## config.mk

```make
export PLATFORM = sky130hd
export DESIGN_NAME = cache_range_maintenance_sequencer_unit
export DESIGN_NICKNAME = d
export VERILOG_FILES = /design/src/rtl/crms_pkg.sv /design/src/rtl/crms_seq.sv /design/src/rtl/cache_range_maintenance_sequencer_unit.sv
export SDC_FILE = /design/constraint.sdc
export NUM_CORES = 1
export LEC_CHECK = 0
export ABC_CLOCK_PERIOD_IN_PS = 12300
export BUFFER_PORTS_ARGS = -buffer_cell sky130_fd_sc_hd__buf_2
export CAP_MARGIN = 30
export CORE_MARGIN = 2
export CORE_UTILIZATION = 61
export CTS_BUF_LIST = sky130_fd_sc_hd__clkbuf_8 sky130_fd_sc_hd__clkbuf_16
export CTS_CLUSTER_DIAMETER = 60
export DETAILED_ROUTE_END_ITERATION = 10
export GPL_TIMING_DRIVEN = 0
export PLACE_DENSITY = 0.81
export SLEW_MARGIN = 20
export SYNTH_ARGS = -nofsm -noshare
export SYNTH_HDL_FRONTEND = slang
export SYNTH_HIERARCHICAL = 1
export SYNTH_SLANG_ARGS = --single-unit
```

## constraint.sdc

```tcl
create_clock -name clk -period 12.3 [get_ports clk]
set_input_delay 0 -clock clk [delete_from_list [all_inputs] [get_ports clk]]
set_output_delay 0 -clock clk [all_outputs]
set_load 0.02 [all_outputs]
```

## src/rtl/crms_pkg.sv

```systemverilog
// Package: constants, codes and types of the cache range maintenance sequencer
`timescale 1ns / 1ps
package crms_pkg;

  localparam logic [31:0] LINE_BYTES = 32'd32;
  localparam logic [31:0] LINE_MASK  = LINE_BYTES - 32'd1;

  localparam logic [7:0]  WAY_MASK_RESET   = 8'hFF;
  localparam logic [31:0] CACHE_SIZE_RESET = 32'd131072;

  localparam logic CFG_WAY_MASK   = 1'b0;
  localparam logic CFG_CACHE_SIZE = 1'b1;

  localparam logic [2:0] OP_STEP      = 3'd0;
  localparam logic [2:0] OP_INV_RANGE = 3'd1;
  localparam logic [2:0] OP_CLN_RANGE = 3'd2;
  localparam logic [2:0] OP_CI_RANGE  = 3'd3;
  localparam logic [2:0] OP_CLN_ALL   = 3'd4;
  localparam logic [2:0] OP_INV_ALL   = 3'd5;
  localparam logic [2:0] OP_CI_ALL    = 3'd6;

  localparam logic [2:0] K_CLEAN_LINE = 3'd0;
  localparam logic [2:0] K_INV_LINE   = 3'd1;
  localparam logic [2:0] K_CI_LINE    = 3'd2;
  localparam logic [2:0] K_CLEAN_WAYS = 3'd3;
  localparam logic [2:0] K_INV_WAYS   = 3'd4;
  localparam logic [2:0] K_CI_WAYS    = 3'd5;
  localparam logic [2:0] K_SYNC       = 3'd6;

  localparam logic [2:0] PH_IDLE  = 3'd0;
  localparam logic [2:0] PH_TAIL  = 3'd1;
  localparam logic [2:0] PH_LINES = 3'd2;
  localparam logic [2:0] PH_WAIT  = 3'd3;
  localparam logic [2:0] PH_SYNC  = 3'd4;

  typedef struct packed {
    logic [2:0]  opcode;
    logic [31:0] start_addr;
    logic [31:0] end_addr;
    logic [7:0]  way_busy;
  } req_t;

  typedef struct packed {
    logic        valid;
    logic [2:0]  kind;
    logic [31:0] data;
    logic        last;
  } cmd_t;

endpackage

```

## src/rtl/crms_seq.sv

```systemverilog
// Sequencer state and per-item command selection
`timescale 1ns / 1ps
module crms_seq import crms_pkg::*; (
  input  logic        clk,
  input  logic        rst,
  input  logic        fire,
  input  req_t        req,
  input  logic [7:0]  way_mask,
  input  logic [31:0] cache_size,
  output cmd_t        res
);

  logic [2:0]  phase, phase_next;
  logic [2:0]  op_kind, op_kind_next;
  logic [31:0] cur_line, cur_line_next;
  logic [31:0] stop_addr, stop_addr_next;
  logic [31:0] tail_line, tail_line_next;

  logic        do_adv;
  logic [2:0]  p;
  logic [2:0]  k;
  logic [31:0] c;
  logic [31:0] st;
  logic [31:0] tl;
  logic [31:0] head;
  logic [31:0] head_next;
  logic [31:0] len;
  logic        has_tail;
  logic [32:0] nxt;

  always_comb begin
    phase_next     = phase;
    op_kind_next   = op_kind;
    cur_line_next  = cur_line;
    stop_addr_next = stop_addr;
    tail_line_next = tail_line;
    res            = '0;
    do_adv         = 1'b0;
    p              = phase;
    k              = op_kind;
    c              = cur_line;
    st             = stop_addr;
    tl             = tail_line;
    has_tail       = (req.end_addr & LINE_MASK) != 32'd0;
    head           = req.start_addr & ~LINE_MASK;
    head_next      = head + LINE_BYTES;
    len            = req.end_addr - req.start_addr;
    nxt            = '0;

    if (phase != PH_IDLE) begin
      do_adv = 1'b1;
    end else if (req.opcode inside {[OP_INV_RANGE:OP_CI_ALL]}) begin
      k            = req.opcode;
      op_kind_next = req.opcode;
      case (req.opcode)
        OP_INV_RANGE: begin
          st             = req.end_addr & ~LINE_MASK;
          tl             = st;
          stop_addr_next = st;
          tail_line_next = st;
          if ((req.start_addr & LINE_MASK) != 32'd0) begin
            cur_line_next = head_next;
            if (has_tail) begin
              phase_next = PH_TAIL;
            end else begin
              phase_next = (head_next < st) ? PH_LINES : PH_SYNC;
            end
            res = '{valid: 1'b1, kind: K_CI_LINE, data: head, last: 1'b0};
          end else begin
            c      = req.start_addr;
            p      = has_tail ? PH_TAIL : ((req.start_addr < st) ? PH_LINES : PH_SYNC);
            do_adv = 1'b1;
          end
        end
        OP_CLN_RANGE, OP_CI_RANGE: begin
          if (len >= cache_size) begin
            phase_next = PH_WAIT;
            res = '{valid: 1'b1,
                    kind: (req.opcode == OP_CLN_RANGE) ? K_CLEAN_WAYS : K_CI_WAYS,
                    data: {24'd0, way_mask}, last: 1'b0};
          end else begin
            c      = head;
            st     = req.end_addr;
            p      = (head < req.end_addr) ? PH_LINES : PH_SYNC;
            do_adv = 1'b1;
          end
        end
        OP_CLN_ALL: begin
          phase_next = PH_WAIT;
          res = '{valid: 1'b1, kind: K_CLEAN_WAYS, data: {24'd0, way_mask}, last: 1'b0};
        end
        OP_INV_ALL: begin
          phase_next = PH_WAIT;
          res = '{valid: 1'b1, kind: K_INV_WAYS, data: {24'd0, way_mask}, last: 1'b0};
        end
        default: begin
          phase_next = PH_WAIT;
          res = '{valid: 1'b1, kind: K_CI_WAYS, data: {24'd0, way_mask}, last: 1'b0};
        end
      endcase
    end

    if (do_adv) begin
      cur_line_next  = c;
      stop_addr_next = st;
      tail_line_next = tl;
      nxt            = {1'b0, c} + {1'b0, LINE_BYTES};
      case (p)
        PH_TAIL: begin
          phase_next = (c < st) ? PH_LINES : PH_SYNC;
          res = '{valid: 1'b1, kind: K_CI_LINE, data: tl, last: 1'b0};
        end
        PH_LINES: begin
          if (nxt[32] || (nxt[31:0] >= st)) begin
            phase_next = PH_SYNC;
          end else begin
            phase_next    = PH_LINES;
            cur_line_next = nxt[31:0];
          end
          res.valid = 1'b1;
          res.kind  = (k == OP_CLN_RANGE) ? K_CLEAN_LINE :
                      (k == OP_CI_RANGE)  ? K_CI_LINE : K_INV_LINE;
          res.data  = c;
          res.last  = 1'b0;
        end
        PH_WAIT: begin
          if (req.way_busy == 8'd0) begin
            phase_next = PH_IDLE;
            res = '{valid: 1'b1, kind: K_SYNC, data: 32'd0, last: 1'b1};
          end else begin
            phase_next = PH_WAIT;
          end
        end
        PH_SYNC: begin
          phase_next = PH_IDLE;
          res = '{valid: 1'b1, kind: K_SYNC, data: 32'd0, last: 1'b1};
        end
        default: begin
          phase_next = PH_IDLE;
        end
      endcase
    end
  end

  always_ff @(posedge clk) begin
    if (rst) begin
      phase   <= PH_IDLE;
      op_kind <= OP_STEP;
    end else if (fire) begin
      phase   <= phase_next;
      op_kind <= op_kind_next;
    end
  end

  always_ff @(posedge clk) begin
    if (rst) begin
      cur_line  <= 32'd0;
      stop_addr <= 32'd0;
      tail_line <= 32'd0;
    end else if (fire) begin
      cur_line  <= cur_line_next;
      stop_addr <= stop_addr_next;
      tail_line <= tail_line_next;
    end
  end

endmodule

```

## src/rtl/cache_range_maintenance_sequencer_unit.sv

```systemverilog
// Top level: handshakes, configuration registers and result register
//
// Input channel (in_valid / in_stall) carries one item: opcode, start_addr,
// end_addr and way_busy. A request opcode is taken only while no operation
// runs; otherwise the item acts as a step. Every item yields zero or one
// controller command on the output channel (out_valid / out_stall) as
// cmd_valid, cmd_kind, cmd_data and last; last marks the closing sync.
// Configuration (cfg_valid / cfg_ready, cfg_index, cfg_data) writes
// way_mask (index 0) and cache_size (index 1); cfg_ready is always high
// and writes are expected only while the block is idle.
// An accepted item is held in the input register, and its command is then
// registered in the result register. Throughput is one item per cycle while
// the receiver does not stall, set by the single input register feeding the
// result register. When the receiver stalls, the result holds and the input
// register fills, then in_stall rises until the result is taken.
// Reset clears both stages, the sequencer phase, and restores way_mask to
// 0xFF and cache_size to 131072.
`timescale 1ns / 1ps
module cache_range_maintenance_sequencer_unit import crms_pkg::*; (
  input  logic        clk,
  input  logic        rst,
  input  logic        in_valid,
  output logic        in_stall,
  input  logic [2:0]  opcode,
  input  logic [31:0] start_addr,
  input  logic [31:0] end_addr,
  input  logic [7:0]  way_busy,
  output logic        out_valid,
  input  logic        out_stall,
  output logic        cmd_valid,
  output logic [2:0]  cmd_kind,
  output logic [31:0] cmd_data,
  output logic        last,
  input  logic        cfg_valid,
  output logic        cfg_ready,
  input  logic        cfg_index,
  input  logic [31:0] cfg_data
);

  logic [7:0]  way_mask;
  logic [31:0] cache_size;
  logic        s1_valid;
  req_t        s1_req;
  logic        s1_fire;
  cmd_t        res;

  assign cfg_ready = 1'b1;
  assign s1_fire   = s1_valid && (!out_valid || !out_stall);
  assign in_stall  = s1_valid && !s1_fire;

  always_ff @(posedge clk) begin
    if (rst) begin
      way_mask   <= WAY_MASK_RESET;
      cache_size <= CACHE_SIZE_RESET;
    end else if (cfg_valid && cfg_ready) begin
      case (cfg_index)
        CFG_WAY_MASK:   way_mask   <= cfg_data[7:0];
        CFG_CACHE_SIZE: cache_size <= cfg_data;
        default: begin
        end
      endcase
    end
  end

  always_ff @(posedge clk) begin
    if (rst) begin
      s1_valid <= 1'b0;
    end else if (in_valid && !in_stall) begin
      s1_valid <= 1'b1;
    end else if (s1_fire) begin
      s1_valid <= 1'b0;
    end
  end

  always_ff @(posedge clk) begin
    if (in_valid && !in_stall) begin
      s1_req <= '{opcode: opcode, start_addr: start_addr,
                  end_addr: end_addr, way_busy: way_busy};
    end
  end

  crms_seq u_seq (
    .clk        (clk),
    .rst        (rst),
    .fire       (s1_fire),
    .req        (s1_req),
    .way_mask   (way_mask),
    .cache_size (cache_size),
    .res        (res)
  );

  always_ff @(posedge clk) begin
    if (rst) begin
      out_valid <= 1'b0;
    end else if (s1_fire) begin
      out_valid <= res.valid;
    end else if (out_valid && !out_stall) begin
      out_valid <= 1'b0;
    end
  end

  always_ff @(posedge clk) begin
    if (s1_fire) begin
      cmd_valid <= res.valid;
      cmd_kind  <= res.kind;
      cmd_data  <= res.data;
      last      <= res.last;
    end
  end

endmodule

```

==> metrics list <==
- The flow ran to the end, and the final reports show no timing, DRC or antenna violations.
* Area after DPL: 19060 um^2
- The tool flagged a number of max-cap violations equal to 0.
- Setup repair after global routing left no endpoint under its margin.
- Count of placed standard cells including taps: 2572
* Largest vdd supply drop: 0.1357 mV
- Setup violations remaining at the end of the flow were counted as 0.
- Synthesis produced a netlist whose cell count is 2032.
- DPL Wire Length: 49730 um
- Data on the critical path arrives at its endpoint at 12510 ps.
* Capturing element of the worst setup path: u_seq/cur_line[31]
- Highest-count cells in the layout ignoring fill and taps: 231 x sky130_fd_sc_hd__nand2_1, 208 x sky130_fd_sc_hd__a21oi_1, 179 x sky130_fd_sc_hd__ha_1
- Hold depth: 4
* CTS H-Tree Depth: 2
* Aggregate global routing overflow: 0
- Most used cell, CP: sky130_fd_sc_hd__a21o_1
* Fill cells: 2058
- Total design power: 2.883 mW
- The number of nets in the synthesized netlist is 2325.
* Final slew viol count: 0
- Routability congestion estimate: 1.080
* Initial antenna violation count: 3
* Most common cell after layout, fill and taps aside: sky130_fd_sc_hd__nand2_1
- The final hold violation count was 0.
- CORE AREA: 28630 um^2
* Diodes inserted: 0
- In this run the power density over the cells is 134.5 nW/um^2.
- Net count, final: 2635
- In the routed design, unresolved DRC markers number 0.
- Path category of the worst min-delay check: primary input to flip-flop
- Row generation in the floorplan step produced 62 rows.
- Using the TritonRoute via totals, the vias-per-cell ratio works out to 6.618.
* Shortest clock period the worst path allows after layout: 12070 ps
* CTS max path bufs: 3
* Iteration-0 DRC count of the detailed router: 2300
- Most used DFF post-synth: sky130_fd_sc_hd__dfxtp_1
* Core utilization of the finished layout: 0.7492
- Gr usage total: 0.4515
- For this run, the detailed router's first-pass iteration total came to 6.
- In this run the register-to-register setup slack is 230 ps.
- Initial Util: 0.6175
- Once layout is done, the placed cells without fillers occupy 21450 um^2.
- DIE WIDTH: 174.2 um
- The finished layout holds 2752 standard cells, fillers aside.
- Cell area after synthesis: 17680 um^2
- In this run the worst path has a maximum fanout of 10.
- The count of buffers added on input and output ports is 151.
- The worst setup path is captured at a flip-flop.
* Reg2reg end: u_seq/cur_line[31]
- For this design the top-level I/O count stands at 153.
* Clock latency at the later pin of the worst-skew pair: 520 ps
- Fin Clk Skew: 20.44 ps
- STA classifies the critical path startpoint as a flip-flop.
- The synthesized design contains 256 register bits.
* CTS Buf Count: 34
* Proportion of layout cells with a drive suffix above 1: 0.1389
- Wire length of the first global-routing pass: 104200 um
* CTS tree: built
- For this design, the sink count on the clock tree is 256.
- Static timing analysis puts the maximum clock frequency at 82.84 MHz.
* Total number of yosys warnings: 6
- Summing over every cut layer, the via total after detailed routing is 18210.
- The number of cells on the worst reg-to-reg path is 47.
- Wires add up to 70330 um.
* Vertical die dimension: 174.2 um
- Yosys mapped a number of flops with a built-in enable equal to 112.
- Summed over all cells, the static leakage comes to 8.831 nW.
- From synthesis to final layout, the design area changed by 21.32%.
- Root buffer cell: sky130_fd_sc_hd__clkbuf_16
* Distinct cell type count after synthesis: 93
* Average cell area after synthesis: 8.699 um^2
- Tracing the worst setup path back leads to its startpoint at s1_req[8].
- Tightest Pin Transition: 1138 ps
- Via count of the first global-routing pass: 17700
* Data required time of the critical path: 12740 ps
- Share of synthesized registers carrying an async set or reset: 0
* Clock transition at the registers of the reported paths: 60 ps
- Crit share post-route: 0.9815
- Worst R2R Start: s1_req[8]
- Critical path class: flip-flop to flip-flop
- In this run the remaining antenna-violating nets after routing total 0.
- Max-Slew Margin vs Limit: 0.2414
- Crit path max-delay cell type: sky130_fd_sc_hd__a2111oi_1
* Largest net degree at the start of global routing: 30
* Sequential share of the synthesized area: 0.3533
- Routed len/inst: 25.55 um
- Area of the die: 30360 um^2
* CP max stage delay: 560 ps
metal layers:
metal	global-route usage	vias to the layer above	wire length, um
met1	0.5624	8500	26100
met2	0.7093	1424	30860
met5	0	-	23
li1	-	7956	-
met3	0.1085	329	8516
met4	0.2752	4	4833
report_power, final:
part           internal [mW]  total, mW  switching, mW
clock                  0.607       1.00          0.397
sequential             0.941      0.983         0.0413
combinational          0.326      0.896          0.570
total                   1.87       2.88           1.01
synth_stat cells (15+ instances only):
master                     count  share of area
sky130_fd_sc_hd__nand2_1     231          0.049
sky130_fd_sc_hd__a21oi_1     208          0.059
sky130_fd_sc_hd__ha_1        179           0.13
sky130_fd_sc_hd__nor2_1      171          0.036
sky130_fd_sc_hd__dfxtp_1     144           0.16
sky130_fd_sc_hd__inv_1       133          0.028
sky130_fd_sc_hd__edfxtp_1    112           0.19
sky130_fd_sc_hd__xnor2_1      74          0.037
sky130_fd_sc_hd__nand3_1      66          0.019
sky130_fd_sc_hd__clkbuf_1     65          0.014
sky130_fd_sc_hd__o21ai_0      50          0.014
sky130_fd_sc_hd__a21o_1       46          0.020
sky130_fd_sc_hd__nor3_1       44          0.012
sky130_fd_sc_hd__o221ai_1     38          0.019
sky130_fd_sc_hd__mux2i_1      31          0.018
sky130_fd_sc_hd__nand4_1      29          0.010
sky130_fd_sc_hd__a21bo_1      27          0.015
sky130_fd_sc_hd__a21oi_2      27          0.013
sky130_fd_sc_hd__and3_1       23         0.0081
sky130_fd_sc_hd__buf_2        23         0.0065
sky130_fd_sc_hd__nor2b_1      22         0.0078
sky130_fd_sc_hd__a31oi_1      19         0.0067
sky130_fd_sc_hd__nand2b_1     19         0.0067
sky130_fd_sc_hd__o21a_1       19         0.0081
sky130_fd_sc_hd__a211oi_1     15         0.0064
cell families (layout without fill, tap and decap cells):
logic type,count (synthesis),count (layout),share of synthesized area
AOI/OAI and AO/OA,575,575,0.2239
muxes,34,34,0.01968
DFF,256,256,0.3533
xor gates and xnor gates,84,84,0.04162
other,1,1,0.0002121
adders and majority gates,180,180,0.1278
and+or+nand+nor,662,662,0.1743
buffers and inverters,240,576,0.05917
worst min path at each step:
| stage | to | slack (ps) | from |
|---|---|---|---|
| after floorplan | s1_req[0] | 100 | way_busy[0] |
| after global placement | s1_req[59] | 180 | start_addr[19] |
| after detailed placement | s1_req[30] | 180 | end_addr[22] |
| after CTS | way_mask[1] | 5 | cfg_index |
| after global routing | way_mask[4] | 60 | cfg_index |
| final | way_mask[1] | 30 | cfg_index |
metrics by stage:
step / hold slack (ps) / setup WS (ps) / setup TNS [ps]
finish: 29.21 / 227.9 / 0
global placement: 176.9 / -505.4 / -2723
CTS: 5.263 / 85.36 / 0
detailed placement: 178.1 / -358.2 / -6443
global route: 64.58 / 31.27 / 0
floorplan: 98.87 / 2863 / 0
repair_timing:
item / in CTS / in global routing
endpoints found under the setup margin: 27 / 29
endpoints found under the hold margin: 124 / 0
hold buffers: 115 / 0
buffers inserted: 0 / 0
gates resized for setup: 2 / 17
critical path: cells and delay by family, from the launching register on:
kind                     cells  cell delay, ps
adder cells (fa/ha/maj)      5            1530
AND/OR/NAND/NOR             11            2600
multiplexers                 1             220
AO/OA/AOI/OAI               21            5580
buffers and inverters        7            1330
flip-flops                   1             460
XOR/XNOR                     2             240
registers in the layout, summed over array words and instances (netlist names):
name,count
last,1
u_seq/tail_line,32
cmd_data,32
cache_size,32
s1_valid,1
u_seq/phase,3
way_mask,8
u_seq/op_kind,3
cmd_valid,1
s1_req,75
u_seq/cur_line,32
cmd_kind,3
u_seq/stop_addr,32
out_valid,1
cell type report:
cell class | count | area (um^2) | area share
Tap cell | 384 | 480.5 | 0.02240
Clock buffer | 40 | 967.2 | 0.04510
Sequential cell | 256 | 6246 | 0.2912
Multi-Input combinational cell | 1536 | 10490 | 0.4889
Buffer | 107 | 556.8 | 0.02596
Timing Repair Buffer | 274 | 2039 | 0.09510
Clock inverter | 22 | 171.4 | 0.007993
Inverter | 133 | 499.2 | 0.02328
Power figures use the tool's default switching activity.
